<file path="config.mk">
export PLATFORM = sky130hd
export DESIGN_NAME = two_digit_seven_segment_driver_unit_flat
export DESIGN_NICKNAME = d
export VERILOG_FILES = /design/src/rtl/tdsd_pkg.sv /design/src/rtl/tdsd_if.sv /design/src/rtl/tdsd_decode.sv /design/src/rtl/two_digit_seven_segment_driver_unit.sv /design/src/flat_wrapper.sv
export SDC_FILE = /design/constraint.sdc
export NUM_CORES = 1
export LEC_CHECK = 0
export BUFFER_PORTS_ARGS = -buffer_cell sky130_fd_sc_hd__buf_4
export CAP_MARGIN = 30
export CORE_MARGIN = 1.5
export CORE_UTILIZATION = 55
export CTS_CLUSTER_DIAMETER = 100
export DETAILED_ROUTE_END_ITERATION = 8
export PLACE_DENSITY_LB_ADDON = 0.25
export REMOVE_ABC_BUFFERS = 1
export SLEW_MARGIN = 20
export SYNTH_ARGS = -nofsm -noshare
export SYNTH_HDL_FRONTEND = slang
export SYNTH_SLANG_ARGS = --single-unit
</file>
<file path="constraint.sdc">
create_clock -name clk -period 8.4 [get_ports clk]
set_input_delay 1.68 -clock clk [delete_from_list [all_inputs] [get_ports clk]]
set_output_delay 1.68 -clock clk [all_outputs]
set_load 0.01 [all_outputs]
</file>
<file path="src/rtl/tdsd_pkg.sv">
`timescale 1ns / 1ps
// shared constants, types and the digit glyph table of the two-digit display driver
// no dependencies

package tdsd_pkg;

    localparam int PERIOD   = 20;
    localparam int PHASE_W  = 5;
    localparam int BRIGHT_W = 5;
    localparam int VALUE_W  = 12;
    localparam int SEG_W    = 8;
    localparam int DOT_IDX  = 7;

    // largest value in tenths that is still shown (99.0)
    localparam int MAX_TENTHS = 990;
    // first value in tenths shown as a whole number (10.0)
    localparam int INT_TENTHS = 100;

    typedef struct packed {
        logic [SEG_W-1:0] tens;
        logic [SEG_W-1:0] units;
    } seg_pair_t;

    // segments a-g in bits 0-6, active high
    function automatic logic [SEG_W-1:0] digit_glyph(input logic [3:0] digit);
        logic [SEG_W-1:0] glyph;
        unique case (digit)
            4'd0:    glyph = 8'h3F;
            4'd1:    glyph = 8'h06;
            4'd2:    glyph = 8'h5B;
            4'd3:    glyph = 8'h4F;
            4'd4:    glyph = 8'h66;
            4'd5:    glyph = 8'h6D;
            4'd6:    glyph = 8'h7D;
            4'd7:    glyph = 8'h07;
            4'd8:    glyph = 8'h7F;
            4'd9:    glyph = 8'h6F;
            default: glyph = '0;
        endcase
        return glyph;
    endfunction

endpackage

</file>
<file path="src/rtl/tdsd_if.sv">
`timescale 1ns / 1ps
// valid/ready channel interfaces for tick items and display results
// depends on tdsd_pkg

interface tdsd_tick_if;
    import tdsd_pkg::*;

    logic                      valid;
    logic                      ready;
    logic signed [VALUE_W-1:0] value_tenths;

    modport source (output valid, output value_tenths, input ready);
    modport sink   (input valid, input value_tenths, output ready);
endinterface

interface tdsd_disp_if;
    import tdsd_pkg::*;

    logic             valid;
    logic             ready;
    logic [SEG_W-1:0] tens_segments;
    logic [SEG_W-1:0] units_segments;

    modport source (output valid, output tens_segments, output units_segments, input ready);
    modport sink   (input valid, input tens_segments, input units_segments, output ready);
endinterface

</file>
<file path="src/rtl/tdsd_decode.sv">
`timescale 1ns / 1ps
// value in tenths to two seven-segment glyphs, blanked when dark or out of range
// depends on tdsd_pkg

module tdsd_decode (
    input  logic signed [tdsd_pkg::VALUE_W-1:0] value_tenths,
    input  logic                                lit,
    output tdsd_pkg::seg_pair_t                 segs
);
    import tdsd_pkg::*;

    logic        in_range;
    logic        int_mode;
    logic [9:0]  v;
    logic [10:0] x;
    logic [18:0] prod_q;
    logic [16:0] prod_h;
    logic [6:0]  q;
    logic [3:0]  hi;
    logic [3:0]  lo;
    logic [10:0] lo_full;

    always_comb
    begin
        in_range = !value_tenths[VALUE_W-1]
                   && (value_tenths[VALUE_W-2:0] <= 11'(MAX_TENTHS));
        v        = value_tenths[9:0];
        int_mode = value_tenths[VALUE_W-2:0] >= 11'(INT_TENTHS);

        // half-up rounding in whole-number mode
        x      = int_mode ? ({1'b0, v} + 11'd5) : {1'b0, v};
        // x / 10 by reciprocal, exact for x below 1029
        prod_q = 19'(x) * 19'd205;
        q      = prod_q[17:11];
        // x / 100 by reciprocal, exact for x below 1099
        prod_h = 17'(x) * 17'd41;

        if (int_mode)
        begin
            hi      = prod_h[15:12];
            lo_full = 11'(q) - 11'(hi) * 11'd10;
        end
        else
        begin
            hi      = q[3:0];
            lo_full = x - 11'(q) * 11'd10;
        end
        lo = lo_full[3:0];

        segs = '0;
        if (lit && in_range)
        begin
            segs.tens  = digit_glyph(hi);
            segs.units = digit_glyph(lo);
            if (!int_mode)
            begin
                segs.tens[DOT_IDX] = 1'b1;
            end
        end
    end

endmodule

</file>
<file path="src/rtl/two_digit_seven_segment_driver_unit.sv">
`timescale 1ns / 1ps
// each tick transfer passes the input stage and then the result register before its result is valid
// throughput: one tick per cycle while disp.ready holds, set by the combinational decode between the two registers
// reset: phase counter to 0, brightness to PERIOD (always lit), both stages empty
// brightness writes saturate to PERIOD and take effect on the next tick transfer
// depends on tdsd_pkg, tdsd_if and tdsd_decode

module two_digit_seven_segment_driver_unit (
    input  logic                              clk,
    input  logic                              rst_n,
    tdsd_tick_if.sink                         tick,
    tdsd_disp_if.source                       disp,
    input  logic                              cfg_we,
    input  logic [tdsd_pkg::BRIGHT_W-1:0]     cfg_wdata
);
    import tdsd_pkg::*;

    // pwm state
    logic [PHASE_W-1:0]  phase_reg;
    logic [PHASE_W-1:0]  phase_next;
    logic [BRIGHT_W-1:0] bright_reg;

    // input stage: value and the lit decision taken at transfer time
    logic                      s1_valid_reg;
    logic signed [VALUE_W-1:0] s1_value_reg;
    logic                      s1_lit_reg;

    // result register
    logic      out_valid_reg;
    seg_pair_t out_seg_reg;
    seg_pair_t seg_next;

    logic tick_xfer;
    logic out_adv;
    logic s1_ready;

    // result register frees when empty or when its transfer completes
    assign out_adv   = !out_valid_reg || disp.ready;
    assign s1_ready  = !s1_valid_reg || out_adv;
    assign tick.ready = s1_ready;
    assign tick_xfer = tick.valid && s1_ready;

    // phase wraps at PERIOD-1 and steps on every tick, lit or dark
    assign phase_next = (phase_reg == PHASE_W'(PERIOD - 1)) ? '0 : phase_reg + 1'b1;

    always_ff @(posedge clk or negedge rst_n)
    begin
        if (!rst_n)
        begin
            phase_reg     <= '0;
            bright_reg    <= BRIGHT_W'(PERIOD);
            s1_valid_reg  <= 1'b0;
            out_valid_reg <= 1'b0;
        end
        else
        begin
            // saturating brightness write
            if (cfg_we)
            begin
                bright_reg <= (cfg_wdata > BRIGHT_W'(PERIOD)) ? BRIGHT_W'(PERIOD) : cfg_wdata;
            end
            if (tick_xfer)
            begin
                phase_reg    <= phase_next;
                s1_valid_reg <= 1'b1;
            end
            else if (out_adv)
            begin
                s1_valid_reg <= 1'b0;
            end
            if (out_adv)
            begin
                out_valid_reg <= s1_valid_reg;
            end
        end
    end

    // payload registers, no reset needed
    always_ff @(posedge clk)
    begin
        if (tick_xfer)
        begin
            s1_value_reg <= tick.value_tenths;
            s1_lit_reg   <= phase_reg < bright_reg;
        end
        if (out_adv)
        begin
            out_seg_reg <= seg_next;
        end
    end

    // digit split, glyph lookup and blanking
    tdsd_decode u_decode (
        .value_tenths (s1_value_reg),
        .lit          (s1_lit_reg),
        .segs         (seg_next)
    );

    assign disp.valid          = out_valid_reg;
    assign disp.tens_segments  = out_seg_reg.tens;
    assign disp.units_segments = out_seg_reg.units;

`ifndef SYNTHESIS
    // phase never leaves its period
    a_phase_range: assert property (@(posedge clk) disable iff (!rst_n)
        phase_reg < PHASE_W'(PERIOD))
        else $error("phase counter out of range");

    // brightness stays saturated
    a_bright_sat: assert property (@(posedge clk) disable iff (!rst_n)
        bright_reg <= BRIGHT_W'(PERIOD))
        else $error("brightness above period");

    // a tick at the last phase wraps the counter
    a_phase_wrap: assert property (@(posedge clk) disable iff (!rst_n)
        (tick_xfer && phase_reg == PHASE_W'(PERIOD - 1)) |=> phase_reg == '0)
        else $error("phase did not wrap");

    // zero brightness never marks a tick as lit
    a_dark_zero: assert property (@(posedge clk) disable iff (!rst_n)
        (tick_xfer && bright_reg == '0) |=> !s1_lit_reg)
        else $error("tick lit at zero brightness");

    // a held item in the input stage keeps its value while the output stalls
    a_stage_hold: assert property (@(posedge clk) disable iff (!rst_n)
        (s1_valid_reg && !out_adv) |=> (s1_valid_reg && $stable(s1_value_reg)))
        else $error("input stage lost a stalled item");
`endif

endmodule
</file>
<file path="src/flat_wrapper.sv">
// flat-port wrapper written by rule: the top's interface ports become plain ports
module two_digit_seven_segment_driver_unit_flat import tdsd_pkg::*;
  (clk, rst_n, cfg_we, cfg_wdata, tick_valid, tick_value_tenths, tick_ready, disp_valid, disp_tens_segments, disp_units_segments, disp_ready);
  tdsd_tick_if tick_i ();
  tdsd_disp_if disp_i ();
  input  logic clk;
  input  logic rst_n;
  input  logic cfg_we;
  input  logic [tdsd_pkg::BRIGHT_W-1:0] cfg_wdata;
  input wire logic [$bits(tick_i.valid)-1:0] tick_valid;
  input wire logic [$bits(tick_i.value_tenths)-1:0] tick_value_tenths;
  output wire logic [$bits(tick_i.ready)-1:0] tick_ready;
  output wire logic [$bits(disp_i.valid)-1:0] disp_valid;
  output wire logic [$bits(disp_i.tens_segments)-1:0] disp_tens_segments;
  output wire logic [$bits(disp_i.units_segments)-1:0] disp_units_segments;
  input wire logic [$bits(disp_i.ready)-1:0] disp_ready;
  assign tick_i.valid = tick_valid;
  assign tick_i.value_tenths = tick_value_tenths;
  assign tick_ready = tick_i.ready;
  assign disp_valid = disp_i.valid;
  assign disp_tens_segments = disp_i.tens_segments;
  assign disp_units_segments = disp_i.units_segments;
  assign disp_i.ready = disp_ready;
  two_digit_seven_segment_driver_unit u_core (.clk(clk), .rst_n(rst_n), .tick(tick_i), .disp(disp_i), .cfg_we(cfg_we), .cfg_wdata(cfg_wdata));
endmodule
</file>
==> results of run 1 <==
==> layout by cell type, fill, tap and decap left out, types with 4 or more instances in the layout <==
cell,n
sky130_fd_sc_hd__nand2_1,24
sky130_fd_sc_hd__clkbuf_8,5
sky130_fd_sc_hd__fa_1,24
sky130_fd_sc_hd__o211ai_1,5
sky130_fd_sc_hd__nand2b_1,10
sky130_fd_sc_hd__dfrtp_1,10
sky130_fd_sc_hd__nor2_1,16
sky130_fd_sc_hd__xnor2_1,19
sky130_fd_sc_hd__o21ai_0,19
sky130_fd_sc_hd__nor2b_1,6
sky130_fd_sc_hd__inv_1,73
sky130_fd_sc_hd__nand4_1,9
sky130_fd_sc_hd__buf_4,53
sky130_fd_sc_hd__edfxtp_1,28
sky130_fd_sc_hd__a21oi_1,16
sky130_fd_sc_hd__ha_1,86
sky130_fd_sc_hd__a21o_1,4
sky130_fd_sc_hd__nand3_1,8
sky130_fd_sc_hd__nor3_1,15
sky130_fd_sc_hd__a21boi_0,5
sky130_fd_sc_hd__xor2_1,10
sky130_fd_sc_hd__mux2i_1,6
==> cell families after synthesis <==
kind of cell               share of synthesized area
and+or+nand+nor                                0.139
adders and majority gates                      0.337
AOI/OAI and AO/OA                              0.121
buffers and inverters                         0.0685
DFF                                            0.247
xor gates and xnor gates                      0.0588
muxes                                         0.0282
other                                       0.000812
==> layout make-up <==
type,count,area share
clock buffer,6,0.0139
clock inverter,2,0.00215
inverter,74,0.0531
multi-input combinational,351,0.611
sequential,40,0.219
tap,105,0.0251
timing repair buffer,53,0.0760
==> metrics by stage <==
stage                     setup TNS (ps)  area, µm²  hold WS, ps  cells   util
after CTS                              0       5150          471    625  0.630
after floorplan                        0       4580          435    465      -
after global routing               -25.4       5230          489    631  0.640
after global placement                 0       5070          443    617  0.620
after detailed placement               0       5070          452    617  0.620
final                                  0       5230          469    631  0.640
==> Yosys cell counts (10+ instances only) <==
cell and count:
sky130_fd_sc_hd__fa_1 24, sky130_fd_sc_hd__edfxtp_1 28, sky130_fd_sc_hd__nor2_1 16, sky130_fd_sc_hd__a21oi_1 16, sky130_fd_sc_hd__o21ai_0 20, sky130_fd_sc_hd__xor2_1 12, sky130_fd_sc_hd__ha_1 86, sky130_fd_sc_hd__inv_1 74
sky130_fd_sc_hd__nand2_1 24, sky130_fd_sc_hd__nand2b_1 10, sky130_fd_sc_hd__xnor2_1 19, sky130_fd_sc_hd__nor3_1 15, sky130_fd_sc_hd__dfrtp_1 10
==> routing by layer <==
metal  vias up  global-route usage  routed length (µm)
li1       1760                   -                   -
met1      1644               0.312                4280
met2        77               0.369                4460
met3        13              0.0266                 413
met4         0              0.0460                 115
met5         -                   0                   0
==> how the worst max path moves through the flow <==
| stage | endpoint | depth (start not counted) | from |
|---|---|---|---|
| 2_1_floorplan | u_core.disp.units_segments[5] | 27 | u_core.s1_value_reg[8] |
| 3_3_place_gp | u_core.disp.units_segments[5] | 24 | u_core.s1_value_reg[2] |
| 3_5_place_dp | u_core.disp.units_segments[5] | 24 | u_core.s1_value_reg[2] |
| 4_1_cts | u_core.disp.units_segments[5] | 24 | u_core.s1_value_reg[2] |
| 5_1_grt | u_core.disp.units_segments[5] | 30 | u_core.s1_value_reg[7] |
| 6_report | u_core.disp.units_segments[5] | 30 | u_core.s1_value_reg[7] |
==> repair_timing <==
item                       4_1_cts  5_1_grt
setup endpoints to repair        0        7
resized for setup                0        7
buffers inserted                 0        6
==> worst register-to-register path: cells and delay by family (launching register included) <==
| kind | cells | cell delay (ps) |
|---|---|---|
| AND/OR/NAND/NOR | 11 | 2920 |
| adder cells (fa/ha/maj) | 6 | 2270 |
| buffers and inverters | 5 | 660 |
| XOR/XNOR | 2 | 370 |
| AO/OA/AOI/OAI | 6 | 1070 |
| flip-flops | 1 | 480 |
==> flow_summary.rst, run 1 <==
.. list-table::
   :header-rows: 1

   * - Metric
     - Value
   * - Status
     - completed
   * - Fin. max-slew vios
     - 0
   * - Slew at the pin with the worst max-slew slack
     - between 800 and 900 ps
   * - Clock sinks
     - 40
   * - Number of routed nets with antenna violations
     - 0
   * - Buffer depth of the longest clock path
     - 2
   * - Worst hold path class
     - reg -> reg
   * - Yosys warning total
     - 0
   * - Number of buffers added by the clock tree synthesis step
     - 5
   * - Clk_lat worst skew
     - 290 ps
   * - Max FO, Critical Path
     - 12
   * - Total of fill cells in the finished design
     - 694
   * - Routed Wire Length
     - 9270 µm
   * - Total core area
     - approximately 8200 µm²
   * - Top Ports
     - 40
   * - Worst setup timing slack at the placement stage
     - between 100 and 150 ps
   * - Setup slack on the worst flop-to-flop path
     - between 400 and 500 ps
   * - Buffers & Inverters on Critical Path
     - 5
   * - Cells after Synth
     - 473
   * - Most area-hungry cell type in the Yosys netlist
     - sky130_fd_sc_hd__ha_1
   * - Sequential cell area fraction in the yosys report
     - 0.247
   * - Die outline height
     - 94.7 µm
   * - Setup-violating endpoint count in the final report
     - 0
   * - Max_slew headroom
     - 0.403
   * - Number of register bits inferred by synthesis
     - 40
   * - Required arrival time at the worst endpoint
     - approximately 8500 ps
   * - Share of the synthesized area in the top cell type
     - 0.233
   * - Number of buffers added to fix hold violations after cts
     - 0
   * - Most used DFF post-synth
     - sky130_fd_sc_hd__edfxtp_1
   * - Type of the setup path with the least slack
     - reg -> reg
   * - Critical path startpoint category
     - register
   * - Post-synth ARST share
     - 0.300
   * - Hpwl dp
     - approximately 7600 µm
   * - Drc violations
     - 0
   * - Number of enable flip-flop cells after synthesis
     - 28
   * - Wire length per cell after detailed routing
     - 14.7 µm
   * - Vias post-DR
     - approximately 3,500
   * - Max cap viols
     - 0
   * - Startpoint of the lowest-slack register-to-register path
     - u_core.s1_value_reg[7]
   * - CP delay by family, top
     - simple AND/OR/NAND/NOR gates
   * - Maximum clock skew at final layout
     - 9.82 ps
   * - Die Wd
     - about 95 µm
   * - Vias in the first global route
     - about 3,400
   * - Layout cells sized above 1
     - 0.158
   * - Count of different cell masters after synthesis
     - 64
   * - Critical hold path startpoint
     - u_core.s1_valid_reg
   * - Flip-flop count of the largest register, all copies and words added
     - 12
   * - Htree depth
     - 2
   * - Area taken by multi-input logic gates
     - around 3200 µm²
   * - Global-route wire length before repair
     - 15,500 µm
   * - End of the worst register-to-register path
     - u_core.disp.units_segments[5]
   * - Pin count of the biggest net entering global routing
     - 17
   * - Leading post-synthesis cells by cell area
     - sky130_fd_sc_hd__ha_1, sky130_fd_sc_hd__edfxtp_1, sky130_fd_sc_hd__fa_1
   * - Post-DR vias/cell
     - around 5.5
   * - Cells on Worst Hold Path
     - 1
   * - Period utilisation layout
     - 0.947
   * - Minimum clock period after layout
     - roughly 8000 ps
   * - Global-route congestion overflow total
     - 0
   * - CTS tree
     - yes
   * - Row Count
     - 33
   * - Clock-pin slew reported for the worst setup and hold paths after clock tree synthesis
     - roughly 80 ps
   * - Final hold violation count
     - 0
   * - # nets final
     - 657
   * - Starting DRT DRC Count
     - 172
   * - Total routing usage reported by global routing
     - 0.222
   * - Initial Util
     - 0.565
   * - Critical Path Sink Type
     - register
   * - Gp weighted congestion
     - between 0.9 and 1
   * - Number of antenna violations at the first check in global routing
     - 0
   * - Peak per-stage delay on the critical path
     - around 520 ps
   * - Worst Hold End
     - u_core.disp.valid
   * - Syn_area_per_cell
     - 9.77 µm²
   * - Worst setup slack after layout
     - roughly 450 ps
   * - Worst path arrival time
     - about 8100 ps
   * - Number of cells on the worst reg-to-reg path
     - 30
   * - N_diodes
     - 0
   * - Post-Synthesis Cell Area
     - approximately 4600 µm²
   * - Layout overhead on the synthesized area
     - 13.3%
   * - Register Area
     - 1140 µm²
   * - Initial DRT Pass Iterations
     - 4
   * - Worst path slowest cell
     - sky130_fd_sc_hd__fa_1
   * - Total Die Area
     - approximately 9000 µm²
   * - Port-buffer cells
     - 38
   * - Maximum clock rate
     - approximately 0.13 GHz
   * - Buffer cell driving the clock tree root
     - sky130_fd_sc_hd__clkbuf_8
Power of run 1 is left out: the tool's default activity adds up to more than one toggle a clock period on the data nets, which glitch-free logic cannot reach.
==> run 2: changes to the inputs <==
Clock period 8.4 ns to 7.04 ns, I/O delays scaled along.
==> flow_summary.rst, run 2 (synthesis results as in run 1) <==
.. list-table::
   :header-rows: 1

   * - Metric
     - Value
   * - Flip-flop count of the largest register, all copies and words added
     - 12
   * - Minimum clock period after layout
     - between 7000 and 8000 ps
   * - Die Wd
     - 94.7 µm
   * - Area taken by multi-input logic gates
     - about 3400 µm²
   * - Worst Hold End
     - u_core.disp.valid
   * - Layout overhead on the synthesized area
     - 28.8%
   * - Total routing usage reported by global routing
     - 0.254
   * - Drc violations
     - 0
   * - Max_slew headroom
     - 0.293
   * - Setup slack on the worst flop-to-flop path
     - -40 ps
   * - Initial DRT Pass Iterations
     - 5
   * - Wire length per cell after detailed routing
     - 15.8 µm
   * - Maximum clock rate
     - between 0.1 and 0.15 GHz
   * - Post-DR vias/cell
     - 5.63
   * - Starting DRT DRC Count
     - roughly 230
   * - Worst setup slack after layout
     - -38.7 ps
   * - Max cap viols
     - 0
   * - Final hold violation count
     - 0
   * - Violated checks
     - negative setup slack
   * - Clock-pin slew reported for the worst setup and hold paths after clock tree synthesis
     - around 80 ps
   * - Max FO, Critical Path
     - 5
   * - Status
     - finished, violations left
   * - Row Count
     - 33
   * - Number of antenna violations at the first check in global routing
     - 0
   * - Setup repair after global routing missed its margin
     - true
   * - Period utilisation layout
     - 1.01
   * - Total of fill cells in the finished design
     - around 590
   * - Worst setup timing slack at the placement stage
     - -294 ps
   * - Total core area
     - approximately 8200 µm²
   * - Worst hold path class
     - reg -> reg
   * - Setup-violating endpoint count in the final report
     - 3
   * - Clk_lat worst skew
     - ~300 ps
   * - Global-route wire length before repair
     - 17,600 µm
   * - Number of buffers added by the clock tree synthesis step
     - 5
   * - Register Area
     - roughly 1100 µm²
   * - Pin count of the biggest net entering global routing
     - 17
   * - Final design utilization
     - 0.728
   * - Most frequent standard cell in the layout excluding fill and tap cells
     - sky130_fd_sc_hd__buf_4
   * - Buffer depth of the longest clock path
     - 2
   * - Type of the setup path with the least slack
     - reg -> reg
   * - Maximum clock skew at final layout
     - 7.68 ps
   * - Critical hold path startpoint
     - u_core.s1_valid_reg
   * - Routed Wire Length
     - about 11,000 µm
   * - N_diodes
     - 0
   * - Die outline height
     - approximately 95 µm
   * - Placed cell count
     - ~680
   * - Highest-count cells in the layout ignoring fill and taps
     - sky130_fd_sc_hd__buf_4, sky130_fd_sc_hd__ha_1, sky130_fd_sc_hd__inv_1
   * - Slew at the pin with the worst max-slew slack
     - between 1000 and 1500 ps
   * - Number of cells on the worst reg-to-reg path
     - 27
   * - End of the worst register-to-register path
     - u_core.disp.units_segments[6]
   * - Port-buffer cells
     - 38
   * - Fin. max-slew vios
     - 0
   * - Global-route congestion overflow total
     - 0
   * - Startpoint of the lowest-slack register-to-register path
     - u_core.s1_value_reg[8]
   * - Critical path startpoint category
     - register
   * - Post-Route Hold Slack
     - ~470 ps
   * - Buffer cell driving the clock tree root
     - sky130_fd_sc_hd__clkbuf_8
   * - Fin cells
     - 696
   * - Critical Path Sink Type
     - register
   * - Vias post-DR
     - 3,915
   * - Number of buffers added to fix hold violations after cts
     - 0
   * - Htree depth
     - 2
   * - Total Die Area
     - roughly 9000 µm²
   * - Cells on Worst Hold Path
     - 1
   * - Initial Util
     - 0.565
   * - Layout cells sized above 1
     - 0.298
   * - CTS tree
     - yes
   * - Clock sinks
     - 40
   * - Top Ports
     - 40
   * - Gp weighted congestion
     - around 0.94
   * - Number of routed nets with antenna violations
     - 0
   * - Hpwl dp
     - 8690 µm
   * - Worst path arrival time
     - around 7100 ps
   * - Required arrival time at the worst endpoint
     - between 7000 and 8000 ps
   * - Vias in the first global route
     - approximately 4,000
   * - # nets final
     - ~720
-- run 2: cell count changes in the layout (fill, tap and decap cells not counted), moves of 3 or more --
cell	change
sky130_fd_sc_hd__buf_4	+61
sky130_fd_sc_hd__ha_1	-8
sky130_fd_sc_hd__ha_4	+6
sky130_fd_sc_hd__buf_6	+4
sky130_fd_sc_hd__xnor2_1	-4
sky130_fd_sc_hd__inv_1	-3
sky130_fd_sc_hd__inv_2	+3
-- run 2: repair_timing --
action / 4_1_cts / 5_1_grt
setup buffers: 2 / 7
gates resized for setup: 19 / 27
pin swaps: 17 / 23
endpoints found under the setup margin: 7 / 7
-- run 2: how the worst max path moves through the flow --
stage | depth (start not counted) | from | to | slack [ps]
global route | 27 | u_core.s1_value_reg[8] | u_core.disp.units_segments[6] | -250
finish | 27 | u_core.s1_value_reg[8] | u_core.disp.units_segments[6] | -40
CTS | 27 | u_core.s1_value_reg[10] | u_core.disp.units_segments[6] | 2
detailed placement | 27 | u_core.s1_value_reg[8] | u_core.disp.units_segments[6] | -290
global placement | 27 | u_core.s1_value_reg[8] | u_core.disp.units_segments[5] | -190
floorplan | 27 | u_core.s1_value_reg[8] | u_core.disp.units_segments[5] | -960
-- run 2: area by class of cell --
type                    count  share of cell area
multi-input cells         351               0.574
repair buffers            118               0.151
well taps                 105              0.0221
clock buffers               6              0.0122
clock inverters             2             0.00189
inverters                  74              0.0467
flip-flops and latches     40               0.192
-- run 2: per-stage QoR --
step                      instance area, µm²  TNS (ps)
final                                   5950     -55.1
after global routing                    5950     -1330
after CTS                               5730         0
after detailed placement                5530     -1580
after global placement                  5530      -951
after floorplan                         4580     -6290
-- run 2: critical path, cell delays in order, from the launching register on --
cell	delay, ps
sky130_fd_sc_hd__edfxtp_1	430
sky130_fd_sc_hd__nor4_4	350
sky130_fd_sc_hd__o21a_2	260
sky130_fd_sc_hd__buf_6	120
sky130_fd_sc_hd__nor2_2	50
sky130_fd_sc_hd__xor2_2	160
sky130_fd_sc_hd__ha_1	330
sky130_fd_sc_hd__xor2_1	210
sky130_fd_sc_hd__ha_1	300
sky130_fd_sc_hd__fa_1	540
sky130_fd_sc_hd__inv_1	50
sky130_fd_sc_hd__fa_1	490
sky130_fd_sc_hd__inv_2	50
sky130_fd_sc_hd__ha_4	270
sky130_fd_sc_hd__nand4_1	140
sky130_fd_sc_hd__or2_4	260
sky130_fd_sc_hd__or4_4	440
sky130_fd_sc_hd__and4_4	230
sky130_fd_sc_hd__xnor2_4	130
sky130_fd_sc_hd__nand2b_4	150
sky130_fd_sc_hd__fa_2	350
sky130_fd_sc_hd__and2_4	160
sky130_fd_sc_hd__o211a_1	220
sky130_fd_sc_hd__or4_4	420
sky130_fd_sc_hd__a22o_1	240
sky130_fd_sc_hd__nand3_4	120
sky130_fd_sc_hd__a211o_1	230
sky130_fd_sc_hd__o211ai_1	130
-- run 2: routing by layer --
metal,vias up,GRT usage,wire (µm)
met5,-,0,0
met4,0,0.0684,179
met3,22,0.0378,446
met2,116,0.469,5760
met1,1881,0.303,4580
li1,1896,-,-
Power of run 2 is left out for the same reason.
==> run 3: changes to the inputs <==
Settings changed: CORE_UTILIZATION 55 to 40.
Clock period 7.04 ns to 6.7 ns, I/O delays scaled along.
==> flow_summary.rst, run 3 (synthesis results as in run 1) <==
.. list-table::
   :header-rows: 1

   * - Metric
     - Value
   * - Setup slack on the worst flop-to-flop path
     - -290 ps
   * - Layout cells sized above 1
     - 0.342
   * - Clock sinks
     - 40
   * - Global-route wire length before repair
     - approximately 18,000 µm
   * - Fin cells
     - between 700 and 800
   * - Slew at the pin with the worst max-slew slack
     - 724 ps
   * - Setup repair after global routing missed its margin
     - true
   * - CTS tree
     - yes
   * - Sequential group share of total power
     - 0.102
   * - Total Die Area
     - 12,200 µm²
   * - Sw frac
     - 0.451
   * - Maximum clock skew at final layout
     - about 7.0 ps
   * - Number of cells on the worst reg-to-reg path
     - 25
   * - Buffer depth of the longest clock path
     - 2
   * - Fin Setup TNS
     - -1550 ps
   * - End of the worst register-to-register path
     - u_core.disp.units_segments[5]
   * - Wire length per cell after detailed routing
     - 14.2 µm
   * - Worst path arrival time
     - roughly 7000 ps
   * - CP delay by family, top
     - simple AND/OR/NAND/NOR gates
   * - Maximum clock rate
     - 0.143 GHz
   * - Startpoint of the lowest-slack register-to-register path
     - u_core.s1_value_reg[3]
   * - Vias post-DR
     - ~3,800
   * - Clk network pwr share
     - 0.073
   * - Buffer cell driving the clock tree root
     - sky130_fd_sc_hd__clkbuf_16
   * - Clock-pin slew reported for the worst setup and hold paths after clock tree synthesis
     - ~60 ps
   * - Net switching power figure
     - around 1.6 mW
   * - Critical Path Sink Type
     - register
   * - N_diodes
     - 0
   * - Cell-internal power
     - about 2 mW
   * - Number of routed nets with antenna violations
     - 0
   * - Layout overhead on the synthesized area
     - 37.3%
   * - Hpwl dp
     - approximately 8800 µm
   * - Worst hold path class
     - reg -> reg
   * - Gp weighted congestion
     - a little under 0.9
   * - Max cap viols
     - 0
   * - Required arrival time at the worst endpoint
     - approximately 6700 ps
   * - Minimum clock period after layout
     - approximately 7000 ps
   * - Placed cell count
     - about 730
   * - Cell count along the critical path
     - 25
   * - Flip-flop count of the largest register, all copies and words added
     - 12
   * - Row Count
     - 39
   * - Max_slew headroom
     - 0.517
   * - Pin count of the biggest net entering global routing
     - 17
   * - Die Wd
     - between 100 and 150 µm
   * - Status
     - finished, violations left
   * - Fin. max-slew vios
     - 0
   * - Highest-count cells in the layout ignoring fill and taps
     - sky130_fd_sc_hd__buf_4, sky130_fd_sc_hd__ha_1, sky130_fd_sc_hd__inv_1
   * - Overall power of the completed layout
     - roughly 3.6 mW
   * - Starting DRT DRC Count
     - 139
   * - Routed Wire Length
     - approximately 11,000 µm
   * - Most frequent standard cell in the layout excluding fill and tap cells
     - sky130_fd_sc_hd__buf_4
   * - Total routing usage reported by global routing
     - 0.183
   * - Worst setup timing slack at the placement stage
     - -870 ps
   * - Max FO, Critical Path
     - 5
   * - Buffers & Inverters on Critical Path
     - 1
   * - Vias in the first global route
     - approximately 4,000
   * - Launch point of the worst path
     - u_core.s1_value_reg[3]
   * - Critical path startpoint category
     - register
   * - Die outline height
     - 110 µm
   * - Drc violations
     - 0
   * - Global-route congestion overflow total
     - 0
   * - Type of the setup path with the least slack
     - reg -> reg
   * - Setup-violating endpoint count in the final report
     - 7
   * - Worst setup slack after layout
     - -295 ps
   * - Combinational power share
     - 0.824
   * - Post-DR vias/cell
     - roughly 5
   * - Top Ports
     - 40
   * - Initial DRT Pass Iterations
     - 4
   * - Worst path slowest cell
     - sky130_fd_sc_hd__fa_1
   * - Worst supply voltage drop on vdd
     - slightly below 0.0004 V
   * - Crit path top cell by count
     - sky130_fd_sc_hd__fa_1
   * - Post-Route Hold Slack
     - just under 500 ps
   * - # nets final
     - between 700 and 800
   * - Htree depth
     - 2
   * - Number of antenna violations at the first check in global routing
     - 0
   * - Initial Util
     - 0.408
   * - Port-buffer cells
     - 38
   * - End point of the critical path
     - u_core.disp.units_segments[5]
   * - Number of buffers added by the clock tree synthesis step
     - 5
   * - Power Dens Cells
     - 561 nW/µm²
   * - Clk_lat worst skew
     - ~280 ps
   * - Final hold violation count
     - 0
   * - Static leakage power
     - about 3.1 nW
   * - Violated checks
     - negative setup slack
   * - Peak per-stage delay on the critical path
     - 510 ps
   * - Total core area
     - approximately 11,000 µm²
   * - Period utilisation layout
     - 1.04
run 3: cell types whose count changed in the layout (fill, tap and decap cells not counted), moves of 2 or more:
cell	before	now
sky130_fd_sc_hd__buf_4	114	136
sky130_fd_sc_hd__clkbuf_16	0	6
sky130_fd_sc_hd__clkbuf_8	5	0
sky130_fd_sc_hd__clkinv_4	0	2
sky130_fd_sc_hd__ha_1	78	76
sky130_fd_sc_hd__ha_4	6	8
sky130_fd_sc_hd__nor2_1	15	13
sky130_fd_sc_hd__nor2_4	0	2
sky130_fd_sc_hd__xor2_1	8	6
run 3: power groups by stage:
stage / clock network (mW) / logic [mW] / registers (mW)
5_1_grt: 0.278 / 3.29 / 0.370
4_1_cts: 0.267 / 2.79 / 0.364
3_3_place_gp: 0 / 2.56 / 0.366
6_report: 0.261 / 2.93 / 0.364
3_5_place_dp: 0 / 2.62 / 0.368
2_1_floorplan: 0 / 1.72 / 0.381
run 3: metal layers:
metal,share of wire,track usage,vias up
li1,-,-,1922
met1,0.44,0.225,1836
met2,0.52,0.341,53
met3,0.028,0.0198,11
met4,0.016,0.0444,0
met5,0,0,-
run 3: worst min-delay path by stage:
stage,depth (start not counted),slack [ps],from,endpoint
2_1_floorplan,1,440,u_core.s1_valid_reg,u_core.disp.valid
3_3_place_gp,1,440,u_core.s1_valid_reg,u_core.disp.valid
3_5_place_dp,1,470,u_core.s1_valid_reg,u_core.disp.valid
4_1_cts,1,490,u_core.s1_valid_reg,u_core.disp.valid
5_1_grt,1,500,u_core.s1_valid_reg,u_core.disp.valid
6_report,1,480,u_core.s1_valid_reg,u_core.disp.valid
run 3: metrics by stage:
step	utilization	area [µm²]
3_5_place_dp	0.504	5710
6_report	0.560	6340
4_1_cts	0.552	6250
3_3_place_gp	0.504	5710
5_1_grt	0.560	6340
2_1_floorplan	-	4580
run 3: layout make-up:
| class | count | area, µm² |
|---|---|---|
| inverters | 74 | 278 |
| fillers | 1000 | 4980 |
| multi-input cells | 351 | 3490 |
| repair buffers | 141 | 1090 |
| clock inverters | 2 | 17.5 |
| flip-flops and latches | 40 | 1140 |
| clock buffers | 6 | 150 |
| well taps | 143 | 179 |
run 3: repair_timing:
item | CTS | global route
pin swaps | 38 | 8
gates resized for setup | 48 | 9
setup buffers | 13 | 3
hold buffers | 0 | 0
endpoints found under the setup margin | 7 | 7
No activity file was read; power rests on OpenSTA's default activity.
